<file path="src/rtl/lmf_pkg.sv">
package lmf_pkg;

  localparam logic [1:0] CMD_FILL    = 2'd0;
  localparam logic [1:0] CMD_DISPLAY = 2'd1;
  localparam logic [1:0] CMD_START   = 2'd2;
  localparam logic [1:0] CMD_STEP    = 2'd3;

  localparam int CFG_IW = 1;
  localparam logic [CFG_IW-1:0] CFG_ONE_CODE  = 1'b0;
  localparam logic [CFG_IW-1:0] CFG_ZERO_CODE = 1'b1;

  localparam logic [7:0] ONE_CODE_RST  = 8'hFC;
  localparam logic [7:0] ZERO_CODE_RST = 8'hF0;

  localparam logic [1:0] CH_GREEN = 2'd0;
  localparam logic [1:0] CH_RED   = 2'd1;
  localparam logic [1:0] CH_BLUE  = 2'd2;

  typedef struct packed {
    logic fill;
    logic start;
    logic step;
    logic div_start;
    logic ch_store;
    logic row_next;
    logic emit_init;
    logic emit_load;
  } lmf_cmd_t;

  typedef struct packed {
    logic fade_active;
    logic row_due;
    logic row_last;
    logic ch_last;
    logic div_busy;
    logic out_free;
    logic emit_last;
  } lmf_stat_t;

  function automatic logic [63:0] encode_byte(input logic [7:0] b,
                                              input logic [7:0] one_c,
                                              input logic [7:0] zero_c);
    logic [63:0] w;
    w = '0;
    for (int i = 0; i < 8; i++) begin
      w[63-8*i -: 8] = b[7-i] ? one_c : zero_c;
    end
    return w;
  endfunction

endpackage

</file>
<file path="src/rtl/lmf_div.sv">
module lmf_div #(
  parameter int NW      = 15,
  parameter int TW      = 7,
  parameter int DIVISOR = 100
) (
  input  logic          clk_i,
  input  logic          rst_ni,
  input  logic          start_i,
  input  logic [NW-1:0] dividend_i,
  output logic          busy_o,
  output logic [7:0]    quot_o
);

  localparam int S  = NW + TW;
  localparam int PW = 2 * NW;
  localparam logic [PW-1:0] RECIP = PW'(((1 << S) + DIVISOR - 1) / DIVISOR);

  logic [NW-1:0] n_q, n_d;
  logic [7:0]    q_q, q_d;
  logic          busy_q, busy_d;

  always_comb begin
    n_d    = n_q;
    busy_d = 1'b0;
    if (start_i) begin
      n_d    = dividend_i;
      busy_d = 1'b1;
    end
    q_d = 8'((PW'(n_q) * RECIP) >> S);
  end

  always_ff @(posedge clk_i or negedge rst_ni) begin
    if (!rst_ni) begin
      busy_q <= 1'b0;
    end else begin
      busy_q <= busy_d;
    end
  end

  always_ff @(posedge clk_i) begin
    n_q <= n_d;
    q_q <= q_d;
  end

  assign busy_o = busy_q;
  assign quot_o = q_q;

endmodule

</file>
<file path="src/rtl/lmf_dp.sv">
module lmf_dp #(
  parameter int ROW_COUNT    = 4,
  parameter int LEDS_PER_ROW = 4,
  parameter int FADE_STEPS   = 100
) (
  input  logic                      clk_i,
  input  logic                      rst_ni,
  input  logic                      cfg_we_i,
  input  logic [lmf_pkg::CFG_IW-1:0] cfg_index_i,
  input  logic [7:0]                cfg_data_i,
  input  logic [7:0]                red_i,
  input  logic [7:0]                green_i,
  input  logic [7:0]                blue_i,
  input  lmf_pkg::lmf_cmd_t         cmd_i,
  output lmf_pkg::lmf_stat_t        stat_o,
  output logic                      out_valid_o,
  input  logic                      out_ready_i,
  output logic [63:0]               code_word_o,
  output logic                      last_of_frame_o
);

  import lmf_pkg::*;

  localparam int RIW      = (ROW_COUNT > 1) ? $clog2(ROW_COUNT) : 1;
  localparam int PIW      = (LEDS_PER_ROW > 1) ? $clog2(LEDS_PER_ROW) : 1;
  localparam int TW       = $clog2(FADE_STEPS + 1);
  localparam int KW       = $clog2(2 * FADE_STEPS + 1);
  localparam int TSW      = KW + 2;
  localparam int NW       = 8 + TW;
  localparam int STAGGER  = FADE_STEPS / ROW_COUNT;
  localparam int FADE_END = 2 * FADE_STEPS;

  localparam logic [TSW-1:0] T_MAX  = TSW'(FADE_STEPS);
  localparam logic [TSW-1:0] T_STEP = TSW'(STAGGER);
  localparam logic [NW-1:0]  CEIL_BIAS = NW'(FADE_STEPS - 1);

  logic [7:0]        one_q, one_d, zero_q, zero_d;
  logic [23:0]       row_col_q [ROW_COUNT];
  logic [23:0]       row_col_d [ROW_COUNT];
  logic [23:0]       start_q, start_d;
  logic [8:0]        delta_q [3];
  logic [8:0]        delta_d [3];
  logic [KW-1:0]     k_q, k_d, k_n;
  logic              active_q, active_d;
  logic [TSW-1:0]    t_q, t_d;
  logic [RIW-1:0]    row_q, row_d;
  logic [PIW-1:0]    pix_q, pix_d;
  logic [1:0]        ch_q, ch_d;
  logic [7:0]        stg_q [2];
  logic [7:0]        stg_d [2];
  logic              neg_q, neg_d;
  logic [63:0]       out_q, out_d;
  logic              last_q, last_d;
  logic              ovalid_q, ovalid_d;

  logic [23:0]       rgb_in, row_rd;
  logic [7:0]        cur_start, cur_byte, mag8;
  logic [8:0]        cur_delta, mag;
  logic [NW-1:0]     prod, bias, dividend;
  logic [7:0]        quot;
  logic              div_busy;
  logic [9:0]        res, x;
  logic [7:0]        fade_val;
  logic              row_last, pix_last, ch_last, emit_last;

  assign rgb_in = {green_i, red_i, blue_i};
  assign row_rd = row_col_q[row_q];

  always_comb begin
    unique case (ch_q)
      CH_GREEN: begin
        cur_start = start_q[23:16];
        cur_delta = delta_q[0];
        cur_byte  = row_rd[23:16];
      end
      CH_RED: begin
        cur_start = start_q[15:8];
        cur_delta = delta_q[1];
        cur_byte  = row_rd[15:8];
      end
      default: begin
        cur_start = start_q[7:0];
        cur_delta = delta_q[2];
        cur_byte  = row_rd[7:0];
      end
    endcase
  end

  assign mag      = cur_delta[8] ? (9'd0 - cur_delta) : cur_delta;
  assign mag8     = mag[7:0];
  assign prod     = NW'(mag8) * NW'(t_q[TW-1:0]);
  // round the magnitude up for a falling channel
  assign bias     = cur_delta[8] ? CEIL_BIAS : '0;
  assign dividend = prod + bias;

  lmf_div #(
    .NW      (NW),
    .TW      (TW),
    .DIVISOR (FADE_STEPS)
  ) u_div (
    .clk_i      (clk_i),
    .rst_ni     (rst_ni),
    .start_i    (cmd_i.div_start),
    .dividend_i (dividend),
    .busy_o     (div_busy),
    .quot_o     (quot)
  );

  assign res = neg_q ? (10'd0 - {2'b00, quot}) : {2'b00, quot};
  assign x   = {2'b00, cur_start} + res;

  always_comb begin
    if (x[9]) begin
      fade_val = 8'd0;
    end else if (x[8]) begin
      fade_val = 8'hFF;
    end else begin
      fade_val = x[7:0];
    end
  end

  assign row_last  = (row_q == RIW'(ROW_COUNT - 1));
  assign pix_last  = (pix_q == PIW'(LEDS_PER_ROW - 1));
  assign ch_last   = (ch_q == CH_BLUE);
  assign emit_last = row_last && pix_last && ch_last;
  assign k_n       = k_q + 1'b1;

  always_comb begin
    one_d     = one_q;
    zero_d    = zero_q;
    row_col_d = row_col_q;
    start_d   = start_q;
    delta_d   = delta_q;
    k_d       = k_q;
    active_d  = active_q;
    t_d       = t_q;
    row_d     = row_q;
    pix_d     = pix_q;
    ch_d      = ch_q;
    stg_d     = stg_q;
    neg_d     = neg_q;
    out_d     = out_q;
    last_d    = last_q;
    ovalid_d  = ovalid_q;

    if (cfg_we_i) begin
      unique case (cfg_index_i)
        CFG_ONE_CODE:  one_d  = cfg_data_i;
        CFG_ZERO_CODE: zero_d = cfg_data_i;
        default: ;
      endcase
    end

    if (cmd_i.fill) begin
      for (int r = 0; r < ROW_COUNT; r++) begin
        row_col_d[r] = rgb_in;
      end
    end

    if (cmd_i.start) begin
      start_d    = row_col_q[0];
      delta_d[0] = {1'b0, green_i} - {1'b0, row_col_q[0][23:16]};
      delta_d[1] = {1'b0, red_i}   - {1'b0, row_col_q[0][15:8]};
      delta_d[2] = {1'b0, blue_i}  - {1'b0, row_col_q[0][7:0]};
      k_d        = '0;
      active_d   = 1'b1;
    end

    if (cmd_i.step) begin
      k_d      = k_n;
      t_d      = TSW'(k_n);
      active_d = (k_n != KW'(FADE_END));
      row_d    = '0;
      ch_d     = CH_GREEN;
    end

    if (cmd_i.div_start) begin
      neg_d = cur_delta[8];
    end

    if (cmd_i.ch_store) begin
      if (ch_last) begin
        row_col_d[row_q] = {stg_q[0], stg_q[1], fade_val};
      end else begin
        stg_d[ch_q[0]] = fade_val;
      end
      ch_d = ch_q + 1'b1;
    end

    if (cmd_i.row_next) begin
      row_d = row_q + 1'b1;
      t_d   = t_q - T_STEP;
      ch_d  = CH_GREEN;
    end

    if (out_ready_i && ovalid_q) begin
      ovalid_d = 1'b0;
    end

    if (cmd_i.emit_load) begin
      out_d    = encode_byte(cur_byte, one_q, zero_q);
      last_d   = emit_last;
      ovalid_d = 1'b1;
      if (ch_last) begin
        ch_d = CH_GREEN;
        if (pix_last) begin
          pix_d = '0;
          row_d = row_last ? '0 : row_q + 1'b1;
        end else begin
          pix_d = pix_q + 1'b1;
        end
      end else begin
        ch_d = ch_q + 1'b1;
      end
    end

    if (cmd_i.emit_init) begin
      row_d = '0;
      pix_d = '0;
      ch_d  = CH_GREEN;
    end
  end

  always_ff @(posedge clk_i or negedge rst_ni) begin
    if (!rst_ni) begin
      one_q    <= ONE_CODE_RST;
      zero_q   <= ZERO_CODE_RST;
      for (int r = 0; r < ROW_COUNT; r++) begin
        row_col_q[r] <= '0;
      end
      start_q  <= '0;
      for (int c = 0; c < 3; c++) begin
        delta_q[c] <= '0;
      end
      k_q      <= '0;
      active_q <= 1'b0;
      row_q    <= '0;
      pix_q    <= '0;
      ch_q     <= CH_GREEN;
      ovalid_q <= 1'b0;
    end else begin
      one_q     <= one_d;
      zero_q    <= zero_d;
      row_col_q <= row_col_d;
      start_q   <= start_d;
      delta_q   <= delta_d;
      k_q       <= k_d;
      active_q  <= active_d;
      row_q     <= row_d;
      pix_q     <= pix_d;
      ch_q      <= ch_d;
      ovalid_q  <= ovalid_d;
    end
  end

  always_ff @(posedge clk_i) begin
    t_q    <= t_d;
    stg_q  <= stg_d;
    neg_q  <= neg_d;
    out_q  <= out_d;
    last_q <= last_d;
  end

  assign stat_o.fade_active = active_q;
  assign stat_o.row_due     = !t_q[TSW-1] && (|t_q) && (t_q <= T_MAX);
  assign stat_o.row_last    = row_last;
  assign stat_o.ch_last     = ch_last;
  assign stat_o.div_busy    = div_busy;
  assign stat_o.out_free    = !ovalid_q || out_ready_i;
  assign stat_o.emit_last   = emit_last;

  assign out_valid_o     = ovalid_q;
  assign code_word_o     = out_q;
  assign last_of_frame_o = last_q;

endmodule

</file>
<file path="src/rtl/lmf_ctrl.sv">
module lmf_ctrl (
  input  logic               clk_i,
  input  logic               rst_ni,
  input  logic               in_valid_i,
  input  logic [1:0]         cmd_i,
  output logic               in_ready_o,
  input  lmf_pkg::lmf_stat_t stat_i,
  output lmf_pkg::lmf_cmd_t  cmd_o
);

  import lmf_pkg::*;

  localparam logic [2:0] S_IDLE = 3'd0;
  localparam logic [2:0] S_ROW  = 3'd1;
  localparam logic [2:0] S_CH   = 3'd2;
  localparam logic [2:0] S_DIV  = 3'd3;
  localparam logic [2:0] S_EMIT = 3'd4;

  logic [2:0] state_q, state_d;

  always_comb begin
    state_d    = state_q;
    cmd_o      = '0;
    in_ready_o = (state_q == S_IDLE);
    unique case (state_q)
      S_IDLE: begin
        if (in_valid_i) begin
          unique case (cmd_i)
            CMD_FILL:    cmd_o.fill = 1'b1;
            CMD_START:   cmd_o.start = 1'b1;
            CMD_DISPLAY: begin
              cmd_o.emit_init = 1'b1;
              state_d         = S_EMIT;
            end
            CMD_STEP: begin
              if (stat_i.fade_active) begin
                cmd_o.step = 1'b1;
                state_d    = S_ROW;
              end else begin
                cmd_o.emit_init = 1'b1;
                state_d         = S_EMIT;
              end
            end
            default: ;
          endcase
        end
      end
      S_ROW: begin
        if (stat_i.row_due) begin
          state_d = S_CH;
        end else if (stat_i.row_last) begin
          cmd_o.emit_init = 1'b1;
          state_d         = S_EMIT;
        end else begin
          cmd_o.row_next = 1'b1;
        end
      end
      S_CH: begin
        cmd_o.div_start = 1'b1;
        state_d         = S_DIV;
      end
      S_DIV: begin
        if (!stat_i.div_busy) begin
          cmd_o.ch_store = 1'b1;
          if (!stat_i.ch_last) begin
            state_d = S_CH;
          end else if (stat_i.row_last) begin
            cmd_o.emit_init = 1'b1;
            state_d         = S_EMIT;
          end else begin
            cmd_o.row_next = 1'b1;
            state_d        = S_ROW;
          end
        end
      end
      S_EMIT: begin
        if (stat_i.out_free) begin
          cmd_o.emit_load = 1'b1;
          if (stat_i.emit_last) begin
            state_d = S_IDLE;
          end
        end
      end
      default: state_d = S_IDLE;
    endcase
  end

  always_ff @(posedge clk_i or negedge rst_ni) begin
    if (!rst_ni) begin
      state_q <= S_IDLE;
    end else begin
      state_q <= state_d;
    end
  end

endmodule

</file>
<file path="src/rtl/led_matrix_fade_ws2812_encoder.sv">
// Row-fading LED frame with a serial pulse-code encoder. The frame holds
// ROW_COUNT rows of LEDS_PER_ROW pixels (green, red, blue); all pixels of a
// row always share one colour, so one 24-bit register per row holds it.
// Fill and start-migration give no words and leave the block ready for the
// next command. Display gives ROW_COUNT*LEDS_PER_ROW*3 code words (48 by
// default), one per cycle while the output is taken; the command moves the
// controller to its emit state, which loads each word into the output
// register. A migration step first walks the rows: a row outside its fade
// window is passed over, and for a row inside it each of the three channels
// is scaled by a small multiply and divided by FADE_STEPS through a
// registered reciprocal multiply; then the frame follows as for display. A
// step while no migration runs goes straight to the frame. A new command is
// taken once the last word of a frame sits in the output register.
module led_matrix_fade_ws2812_encoder #(
  parameter int ROW_COUNT    = 4,
  parameter int LEDS_PER_ROW = 4,
  parameter int FADE_STEPS   = 100
) (
  input  logic                       clk_i,
  input  logic                       rst_ni,
  input  logic                       cfg_we_i,
  input  logic [lmf_pkg::CFG_IW-1:0] cfg_index_i,
  input  logic [7:0]                 cfg_data_i,
  input  logic                       in_valid_i,
  output logic                       in_ready_o,
  input  logic [1:0]                 cmd_i,
  input  logic [7:0]                 red_i,
  input  logic [7:0]                 green_i,
  input  logic [7:0]                 blue_i,
  output logic                       out_valid_o,
  input  logic                       out_ready_i,
  output logic [63:0]                code_word_o,
  output logic                       last_of_frame_o
);

  import lmf_pkg::*;

  lmf_cmd_t  cmd;
  lmf_stat_t stat;

  lmf_ctrl u_ctrl (
    .clk_i      (clk_i),
    .rst_ni     (rst_ni),
    .in_valid_i (in_valid_i),
    .cmd_i      (cmd_i),
    .in_ready_o (in_ready_o),
    .stat_i     (stat),
    .cmd_o      (cmd)
  );

  lmf_dp #(
    .ROW_COUNT    (ROW_COUNT),
    .LEDS_PER_ROW (LEDS_PER_ROW),
    .FADE_STEPS   (FADE_STEPS)
  ) u_dp (
    .clk_i           (clk_i),
    .rst_ni          (rst_ni),
    .cfg_we_i        (cfg_we_i),
    .cfg_index_i     (cfg_index_i),
    .cfg_data_i      (cfg_data_i),
    .red_i           (red_i),
    .green_i         (green_i),
    .blue_i          (blue_i),
    .cmd_i           (cmd),
    .stat_o          (stat),
    .out_valid_o     (out_valid_o),
    .out_ready_i     (out_ready_i),
    .code_word_o     (code_word_o),
    .last_of_frame_o (last_of_frame_o)
  );

endmodule

</file>
<file path="config.mk">
export PLATFORM = sky130hd
export DESIGN_NAME = led_matrix_fade_ws2812_encoder
export DESIGN_NICKNAME = d
export VERILOG_FILES = /design/src/rtl/lmf_pkg.sv /design/src/rtl/lmf_div.sv /design/src/rtl/lmf_dp.sv /design/src/rtl/lmf_ctrl.sv /design/src/rtl/led_matrix_fade_ws2812_encoder.sv
export SDC_FILE = /design/constraint.sdc
export NUM_CORES = 1
export LEC_CHECK = 0
export BUFFER_PORTS_ARGS = -buffer_cell sky130_fd_sc_hd__buf_2
export CAP_MARGIN = 0
export CORE_MARGIN = 2
export CORE_UTILIZATION = 39
export CTS_CLUSTER_SIZE = 25
export DETAILED_ROUTE_END_ITERATION = 10
export GPL_TIMING_DRIVEN = 1
export HOLD_SLACK_MARGIN = 0.02
export SLEW_MARGIN = 20
export SYNTH_ARGS = -nofsm -noshare
export SYNTH_HDL_FRONTEND = slang
export SYNTH_SLANG_ARGS = --single-unit
</file>
<file path="constraint.sdc">
create_clock -name clk_i -period 17.7 [get_ports clk_i]
set_input_delay 2.655 -clock clk_i [delete_from_list [all_inputs] [get_ports clk_i]]
set_output_delay 2.655 -clock clk_i [all_outputs]
set_load 0.1 [all_outputs]
</file>
== Word level (Yosys, flattened, before mapping) ==
Cells that the tools add are included.

* Magnitude comparators: 5
* Equality and inequality tests: 18
* Mux-type cells: 85
* Add/subtract/negate cells: 12
* Bitwise operators: 4
* Multipliers: 2
* Reduce and logical (&&, ||, !) cells: 25

{| class="wikitable"
|+ Operators by type and width
! operator !! count
|-
| 2-to-1 mux 96 bit || 3
|-
| 2-to-1 mux 8 bit || 14
|-
| bitwise mux 96 bit || 1
|-
| 2-to-1 mux 24 bit || 3
|-
| binary-select mux 24 bit (select 2 bit) || 1
|-
| demux 24 bit (select 2 bit) || 1
|-
| 2-to-1 mux 2 bit || 19
|-
| 2-to-1 mux 3 bit || 12
|-
| one-hot mux 8 bit (2 select lines) || 2
|-
| 2-to-1 mux 10 bit || 3
|-
| multiplier 15 x 13 -> 27 bit, second input constant || 1
|-
| subtractor 8 x 8 -> 9 bit || 3
|-
| one-hot mux 9 bit (2 select lines) || 1
|-
| 2-to-1 mux 1 bit || 17
|-
| bitwise mux 16 bit || 1
|-
| adder 15 bit || 1
|-
| multiplier 8 x 7 -> 15 bit || 1
|-
| one-hot mux 3 bit (5 select lines) || 1
|-
| adder 8 x 10 -> 10 bit || 1
|-
| equality test 2 bit, second input constant || 5
|-
| <= comparator 10 x 7 -> 1 bit, second input constant || 1
|-
| nonzero test 2 bit || 5
|-
| OR reduction 10 bit || 1
|-
| subtractor 10 x 5 -> 10 bit, second input constant || 1
|-
| 33 further kinds || 52
|}

* Input bits: 40
* Register bits: 298
* Word-level logic and storage cells: 177
* Output and inout port bits: 67

== Longest topological paths before layout ==
Gate-level depths: netlist of the first run.

* Depth after elaboration: 10
* Depth in mapped cells: 25
* Gate-level depth less buffers: 24

== Modules after synthesis ==
Synthesis of the first run repeated with hierarchy kept, for this count alone.

* Cells, all modules: 1937
* Area total of the unflattened synthesis: 20927.6 um^2

{| class="wikitable"
|+ Modules (own cells, without submodules)
! module !! cells each !! times used !! area each (um^2) !! sequential area each (um^2)
|-
| lmf_dp || 1541 || 1 || 16554.6 || 7254.5
|-
| lmf_div || 362 || 1 || 4085.2 || 635.6
|-
| lmf_ctrl || 34 || 1 || 287.8 || 75.1
|}

== Worst setup path before layout of the first run ==
Ideal clock, no wire load.

* Path type: register -> register
* Start point: register u_dp.ch_q[0]
* End point: register u_dp.u_div.n_q[14] (data pin)
* Period minus slack after synthesis: 6.298 ns
* Library setup time: 0.260 ns
* Required time: 17.440 ns
* Data arrival time: 6.038 ns
* Stages on the path, launching flop included: 25
* Slack: 11.402 ns
* Buffers on the path: 1
* Cells stage by stage: dfrtp_1 -> inv_1 -> ha_1 -> clkbuf_1 -> nor2_1 -> a21o_1 -> inv_1 -> ha_1 -> o21ai_0 -> nand2b_1 -> fa_1 -> fa_1 -> inv_1 -> fa_1 -> inv_1 -> fa_1 -> inv_1 -> ha_1 -> o21a_1 -> o31a_1 -> o211ai_1 -> a21oi_1 -> a2111oi_0 -> a21oi_1 -> xnor2_1

* Longest elaborated chain between the ends: 6
* Elaborated cells between the ends (all ways): 8
* Classes of those cells: 2 x add/sub; 1 x mul; 1 x eq/ne; 3 x mux; 1 x reduce/logical

{| class="wikitable"
|+ RTL lines
! item !! RTL line !! source
|-
| start, declared || lmf_dp.sv:48 || <nowiki>logic [1:0] ch_q, ch_d;</nowiki>
|-
| start signal, assigned || lmf_dp.sv:251 || <nowiki>ch_q <= ch_d;</nowiki>
|-
| equality test 2 x 1 -> 1 bit or logical NOT 2 bit (tied branches) || lmf_dp.sv:70 || <nowiki>unique case (ch_q)</nowiki>
|-
| one-hot mux 9 bit (2 select lines) * || lmf_dp.sv:70 ||
|-
| subtractor 1 x 8 -> 8 bit || lmf_dp.sv:89 || <nowiki>assign mag = cur_delta[8] ? (9'd0 - cur_delta) : cur_delta;</nowiki>
|-
| 2-to-1 mux 8 bit || lmf_dp.sv:89 ||
|-
| multiplier 8 x 7 -> 15 bit || lmf_dp.sv:91 || <nowiki>assign prod = NW'(mag8) * NW'(t_q[TW-1:0]);</nowiki>
|-
| adder 15 bit * || lmf_dp.sv:94 || <nowiki>assign dividend = prod + bias;</nowiki>
|-
| named net u_dp.dividend[14] || lmf_dp.sv:59 || <nowiki>logic [NW-1:0] prod, bias, dividend;</nowiki>
|-
| end signal, assigned || lmf_div.sv:41 || <nowiki>n_q <= n_d;</nowiki>
|-
| end, declared || lmf_div.sv:18 || <nowiki>logic [NW-1:0] n_q, n_d;</nowiki>
|}

The timed path passes the listed nets; every way through them passes the cells marked *.
A chain may end at the register's enable or synchronous reset.

== Worst setup path after layout of the first run ==
Ends and elaborated chain as after synthesis.

==> flow_metrics.env, run 1 <==
export IMPL_status="completed"
export IMPL_synth_compound_area_share_pct=13.0
export IMPL_cts_max_level=2
export IMPL_routabilityCongestion=0.861
export IMPL_finalSetupTns_ns=0
export IMPL_yosysUniqueCellTypes=71
export IMPL_cts_tree="built"
export IMPL_synth_area_per_cell_um2=10.5
export IMPL_n_fill_cell=4722
export IMPL_worstSetupPathType="flip-flop to flip-flop"
export IMPL_fin_nets=2341
export IMPL_hold_viol=0
export IMPL_synth_seq_cells=298
export IMPL_cp_data_required_time_ns=18.00
export IMPL_synth_nets=2258
export IMPL_dp_cells=2656
export IMPL_grt_max_degree=112
export IMPL_start_util_pct=39.4
export IMPL_finClkSkew_ns=0.0402
export IMPL_critical_path_arrival_ns=7.96
export IMPL_max_cap_viol_count=0
export IMPL_synth_mux_area_share_pct=7.20
export IMPL_fp_dieW_um=231
export IMPL_cts_buffer_depth=3
export IMPL_syn_inst=1931
export IMPL_start_kind="flip-flop"
export IMPL_finalNonFillerCells=2724
export IMPL_ys_warn_count=0
export IMPL_clk_latency_ns=0.58
export IMPL_min_path_cells=2
export IMPL_synth_main_ff_cell="dfrtp_1"
export IMPL_drcViolationCount=0
export IMPL_ys_seq_area_share_pct=39.5
export IMPL_rows=83
export IMPL_rrSetupSlack_ns=10.04
export IMPL_hold_buffers=0
export IMPL_cts_resized=0
export IMPL_groute_usage_overall_pct=19.3
export IMPL_cp_max_fo=26
export IMPL_first_iter_violations=1101
export IMPL_post_cts_buffers=0
export IMPL_via_count=14293
export IMPL_drive_gt1_share_pct=16.1
export IMPL_ios=107
export IMPL_fin_crit_ns=7.66
export IMPL_synth_top_family_by_area="adder cells"
export IMPL_synth_xor_area_share_pct=2.77
export IMPL_cts_buffers=36
export IMPL_worstSetupEndpointType="flip-flop"
export IMPL_drt_first_pass_iters=5
export IMPL_rr_worst_depth=24
export IMPL_register_area_um2=7970
export IMPL_gr_total_overflow=0
export IMPL_grt_setup_unrepaired="false"
export IMPL_multi_input_area_um2=11000
export IMPL_antenna_found_initial=4
export IMPL_relSlewSlack_pct=28.6
export IMPL_clkTransAtPathRegs_ns=0.06
export IMPL_max_freq_mhz=131
export IMPL_synthAdderAreaFrac_pct=21.7
export IMPL_dp_hpwl_um=36900
export IMPL_worst_slew_pin_slew_ns=1.07
export IMPL_synth_edff_count=107
export IMPL_async_flop_share_pct=61.4
export IMPL_syn_cell_area_um2=20200
export IMPL_routed_wl_um=50400
export IMPL_finalMaxSlewViolations=0
export IMPL_viasPerCell=5.25
export IMPL_portBuffers=106
export IMPL_grt_pass1_wl_um=81500
export IMPL_grt_pass1_vias=14711
export IMPL_clkSinkCount=298
export IMPL_cts_root_buf="clkbuf_16"
export IMPL_setup_violations_final=0
export IMPL_die_h_um=231
export IMPL_core_um2=51200
export IMPL_synthSimpleGateAreaFrac_pct=9.81
export IMPL_area_growth_pct=12.2
export IMPL_dieArea_um2=53600
export IMPL_postRouteAntennaNets=0
export IMPL_hold_class="flip-flop to flip-flop"
export IMPL_wl_per_cell_um=18.5
export IMPL_fin_crit_sh_pct=43.3
-- worst max-delay path, stage by stage (launching register included) --
cell and delay [ns]:
dfrtp_1 0.41, inv_1 0.15, ha_1 0.89, nor2_2 0.07, buf_4 0.26, a21o_1 0.26
inv_1 0.13, ha_1 0.24, o21ai_0 0.67, nand2b_1 0.22, fa_1 0.46, fa_1 0.55
inv_1 0.05, fa_1 0.53, inv_1 0.06, fa_1 0.53, inv_1 0.04, ha_1 0.33
o21a_1 0.12, o31a_1 0.13, o211ai_1 0.24, a21oi_1 0.11, a2111oi_0 0.63, a21oi_1 0.17
xnor2_1 0.16
-- metal layers --
layer | part of all wire, % | up-vias | global-route usage [%] | routed length (um)
met1 | 44 | 7117 | 25.7 | 22000
met2 | 50 | 293 | 32.7 | 25200
met5 | 0 | - | 0 | 0
li1 | - | 6809 | - | -
met4 | 2.7 | 0 | 6.39 | 1340
met3 | 3.7 | 74 | 2.30 | 1890
-- final cells by class --
class                           instances  share of cell area [%]
Inverter                              232                    3.84
Sequential cell                       298                    35.2
Timing Repair Buffer                  120                    2.84
Multi-Input combinational cell       1326                    48.7
Tap cell                              680                    3.76
Clock buffer                           43                    4.41
Antenna cell                            2                  0.0221
Clock inverter                         23                    1.29
-- flip-flops by register name (all words and copies together), names as in the netlist, 2 cells and up --
name,cells
u_ctrl.state_q,3
u_dp.ch_q,2
u_dp.pix_q,2
u_dp.t_q,10
u_dp.zero_q,8
u_dp.u_div.n_q,15
u_dp.stg_q,16
u_dp.code_word_o,64
u_dp.row_q,2
u_dp.start_q,24
u_dp.k_q,8
u_dp.u_div.quot_o,8
u_dp.one_q,8
u_dp.delta_q,27
u_dp.row_col_q,96
-- synthesized netlist by cell type, drive strengths merged, types with 10 or more instances --
library cell	number	share of area, %
dfrtp	173	21
ha	182	11
a21o	17	0.63
nor2b	15	0.48
nor3	16	0.45
nor2	66	1.2
fa	105	10
mux2	81	4.5
buf	12	0.30
o31ai	10	0.37
nand2b	14	0.43
xor2	15	0.69
and2	53	1.6
o21a	10	0.37
xnor2	48	2.1
a21oi	143	3.6
mux4	24	2.7
a31oi	10	0.31
edfxtp	107	16
a22o	11	0.48
dfstp	10	1.3
nand3	12	0.30
a211oi	27	1.0
clkbuf	62	1.4
a22oi	17	0.63
nand2	219	4.1
inv	232	4.3
o21ai	162	4.1
-- worst paths after layout --
check                                               endpoint                          from
worst max-delay path            u_dp.u_div.n_q[14]$_DFFE_PP_      u_dp.ch_q[0]$_DFFE_PN0P_
worst min-delay path            u_dp.delta_q[19]$_DFFE_PN0P_  u_dp.delta_q[19]$_DFFE_PN0P_
worst max register to register  u_dp.u_div.n_q[14]$_DFFE_PP_      u_dp.ch_q[0]$_DFFE_PN0P_
worst min register to register  u_dp.delta_q[19]$_DFFE_PN0P_  u_dp.delta_q[19]$_DFFE_PN0P_
max in group asynchronous       u_dp.start_q[20]$_DFFE_PN0P_                        rst_ni
min in group asynchronous            u_dp.k_q[3]$_DFFE_PN0P_                        rst_ni
-- through the flow --
| step | hold slack [ns] | setup slack, ns | area (um2) | utilization (%) |
|---|---|---|---|---|
| floorplan | 0.446 | 11.40 | 20200 | - |
| global placement | 0.458 | 10.29 | 21300 | 41.7 |
| detailed placement | 0.462 | 10.05 | 21400 | 41.7 |
| CTS | 0.483 | 10.05 | 22600 | 44.2 |
| global route | 0.498 | 9.59 | 22600 | 44.2 |
| finish | 0.483 | 10.04 | 22700 | 44.2 |
-- cell families after synthesis --
logic type,after synthesis
multiplexers,105
AND/OR/NAND/NOR,430
adder cells (fa/ha/maj),287
buffers and inverters,307
AO/OA/AOI/OAI,441
flip-flops,298
XOR/XNOR,63
-- cell usage in the layout (no fill, tap or decap), types with 5 or more instances in the layout --
cell type  instances
nor2b_1           14
o21ai_1            7
o22ai_1            8
nand2b_1          14
nand3_1           12
o31ai_1           10
clkbuf_16         38
fa_1             105
xor2_1            14
buf_4             14
o21a_1            10
mux2_2            81
a31oi_1           10
inv_1            232
a21o_1            17
a22oi_1           17
a22o_1            10
and2_1            53
dfxtp_1            8
or2_2              5
dfrtp_1          171
edfxtp_1         107
dfstp_2           10
o21ai_0          150
nand2_1          218
xnor2_1           48
and3_1             7
ha_1             182
nor3_1            14
nor2_1            63
buf_2            105
a21oi_1          141
clkinv_2           6
mux4_2            24
a211oi_1          27
Power of run 1 is not shown: default switching activity piles up to over one toggle a cycle in this logic, so the estimate is an artifact.
==> run 2: changes to the inputs <==
Clock period 17.7 ns to 6.9 ns, I/O delays scaled along.
==> flow_metrics.env, run 2 (same netlist as run 1, synthesis figures left out) <==
export IMPL_status="completed"
export IMPL_rows=83
export IMPL_n_fill_cell=4853
export IMPL_die_h_um=231
export IMPL_cp_data_required_time_ns=7.19
export IMPL_dieArea_um2=53600
export IMPL_rrSetupSlack_ns=0.45
export IMPL_fin_crit_ns=6.45
export IMPL_clkSinkCount=298
export IMPL_fp_dieW_um=231
export IMPL_cp_max_fo=16
export IMPL_routed_wl_um=50500
export IMPL_final_cell_mix="232 x inv_1, 218 x nand2_1, 181 x ha_1"
export IMPL_grt_setup_unrepaired="false"
export IMPL_hold_viol=0
export IMPL_worstSetupPathType="flip-flop to flip-flop"
export IMPL_drive_gt1_share_pct=15.9
export IMPL_finalMaxSlewViolations=0
export IMPL_portBuffers=106
export IMPL_setup_worst_path_start="u_dp.ch_q[0]$_DFFE_PN0P_"
export IMPL_start_util_pct=39.4
export IMPL_worst_slew_pin_slew_ns=1.03
export IMPL_grt_pass1_wl_um=80300
export IMPL_fin_nets=2349
export IMPL_fin_crit_sh_pct=93.5
export IMPL_finalSetupTns_ns=0
export IMPL_drcViolationCount=0
export IMPL_worstSetupEndpointType="flip-flop"
export IMPL_clkTransAtPathRegs_ns=0.06
export IMPL_multi_input_area_um2=11000
export IMPL_cts_tree="built"
export IMPL_largest_register="u_dp.row_col_q"
export IMPL_groute_usage_overall_pct=19.2
export IMPL_cts_max_level=2
export IMPL_relSlewSlack_pct=29.4
export IMPL_max_freq_mhz=155
export IMPL_largest_reg_flops=96
export IMPL_area_growth_pct=11.9
export IMPL_antenna_found_initial=1
export IMPL_max_cap_viol_count=0
export IMPL_cts_buffers=35
export IMPL_first_iter_violations=970
export IMPL_post_cts_buffers=0
export IMPL_hold_class="flip-flop to flip-flop"
export IMPL_core_um2=51200
export IMPL_rr_startpoint="u_dp.ch_q[0]$_DFFE_PN0P_"
export IMPL_via_count=14152
export IMPL_utilization_pct=44.1
export IMPL_ios=107
export IMPL_cts_root_buf="clkbuf_16"
export IMPL_viasPerCell=5.19
export IMPL_finClkSkew_ns=0.0171
export IMPL_n_antenna_cell=0
export IMPL_dp_hpwl_um=37100
export IMPL_setup_violations_final=0
export IMPL_routabilityCongestion=0.866
export IMPL_drt_first_pass_iters=5
export IMPL_clk_latency_ns=0.56
export IMPL_register_area_um2=7970
export IMPL_gr_total_overflow=0
export IMPL_final_common_cell="inv_1"
export IMPL_critical_path_arrival_ns=6.74
export IMPL_wl_per_cell_um=18.5
export IMPL_cp_endpoint="u_dp.u_div.n_q[14]$_DFFE_PP_"
export IMPL_grt_pass1_vias=14369
export IMPL_start_kind="flip-flop"
export IMPL_r2r_end="u_dp.u_div.n_q[14]$_DFFE_PP_"
export IMPL_grt_max_degree=95
export IMPL_cts_buffer_depth=3
export IMPL_postRouteAntennaNets=0
export IMPL_hold_start="u_dp.start_q[16]$_DFFE_PN0P_"
export IMPL_rr_worst_depth=22
-- run 2: worst min-delay path by stage --
| stage | slack, ns | to | depth (start not counted) |
|---|---|---|---|
| 2_1_floorplan | 0.45 | u_dp.start_q[0]$_DFFE_PN0P_ | 2 |
| 3_3_place_gp | 0.46 | u_dp.start_q[16]$_DFFE_PN0P_ | 2 |
| 3_5_place_dp | 0.47 | u_dp.start_q[16]$_DFFE_PN0P_ | 2 |
| 4_1_cts | 0.48 | u_dp.start_q[16]$_DFFE_PN0P_ | 2 |
| 5_1_grt | 0.51 | u_dp.start_q[3]$_DFFE_PN0P_ | 2 |
| 6_report | 0.48 | u_dp.start_q[16]$_DFFE_PN0P_ | 2 |
-- run 2: critical path, cell delays in order, from the launching register on --
cell and delay, ns:
dfrtp_1 0.38, inv_1 0.11, ha_1 0.28, buf_4 0.22, a22o_1 0.24, a21oi_1 0.38
and3_1 0.26, a31oi_1 0.11, xnor2_1 0.50, and2_1 0.24, fa_1 0.44, fa_1 0.47
fa_1 0.54, inv_1 0.05, fa_1 0.52, inv_1 0.04, ha_1 0.36, a21oi_1 0.19
a21oi_1 0.09, a2111oi_0 0.38, buf_4 0.19, a21oi_1 0.07, xnor2_1 0.12
-- run 2: timing repair --
item,in CTS,in global routing
gates resized for setup,0,6
setup endpoints to repair,0,2
hold buffers,0,0
-- run 2: metrics by stage --
stage | cell area [um2] | hold WS (ns) | std cells | setup WS (ns)
final | 22600 | 0.483 | 2729 | 0.447
after global routing | 22600 | 0.506 | 2729 | 0.0455
after CTS | 22600 | 0.479 | 2729 | 0.261
after detailed placement | 21400 | 0.466 | 2665 | 0.271
after global placement | 21400 | 0.460 | 2665 | 0.343
after floorplan | 20200 | 0.446 | 1931 | 0.602
-- run 2: cell type report --
cell class              instances  share of cell area, %
flip-flops and latches        298                   35.3
multi-input cells            1326                   48.9
clock buffers                  53                   4.27
well taps                     680                   3.77
clock inverters                11                  0.770
repair buffers                129                   3.15
inverters                     232                   3.86
-- run 2: metal layers --
layer / track usage [%] / vias up / wire (um)
li1: - / 6807 / -
met4: 5.18 / 0 / 1190
met2: 33.6 / 228 / 26000
met3: 2.60 / 72 / 1410
met5: 0 / - / 0
met1: 24.9 / 7045 / 22000
Power of run 2 is left out for the same reason.
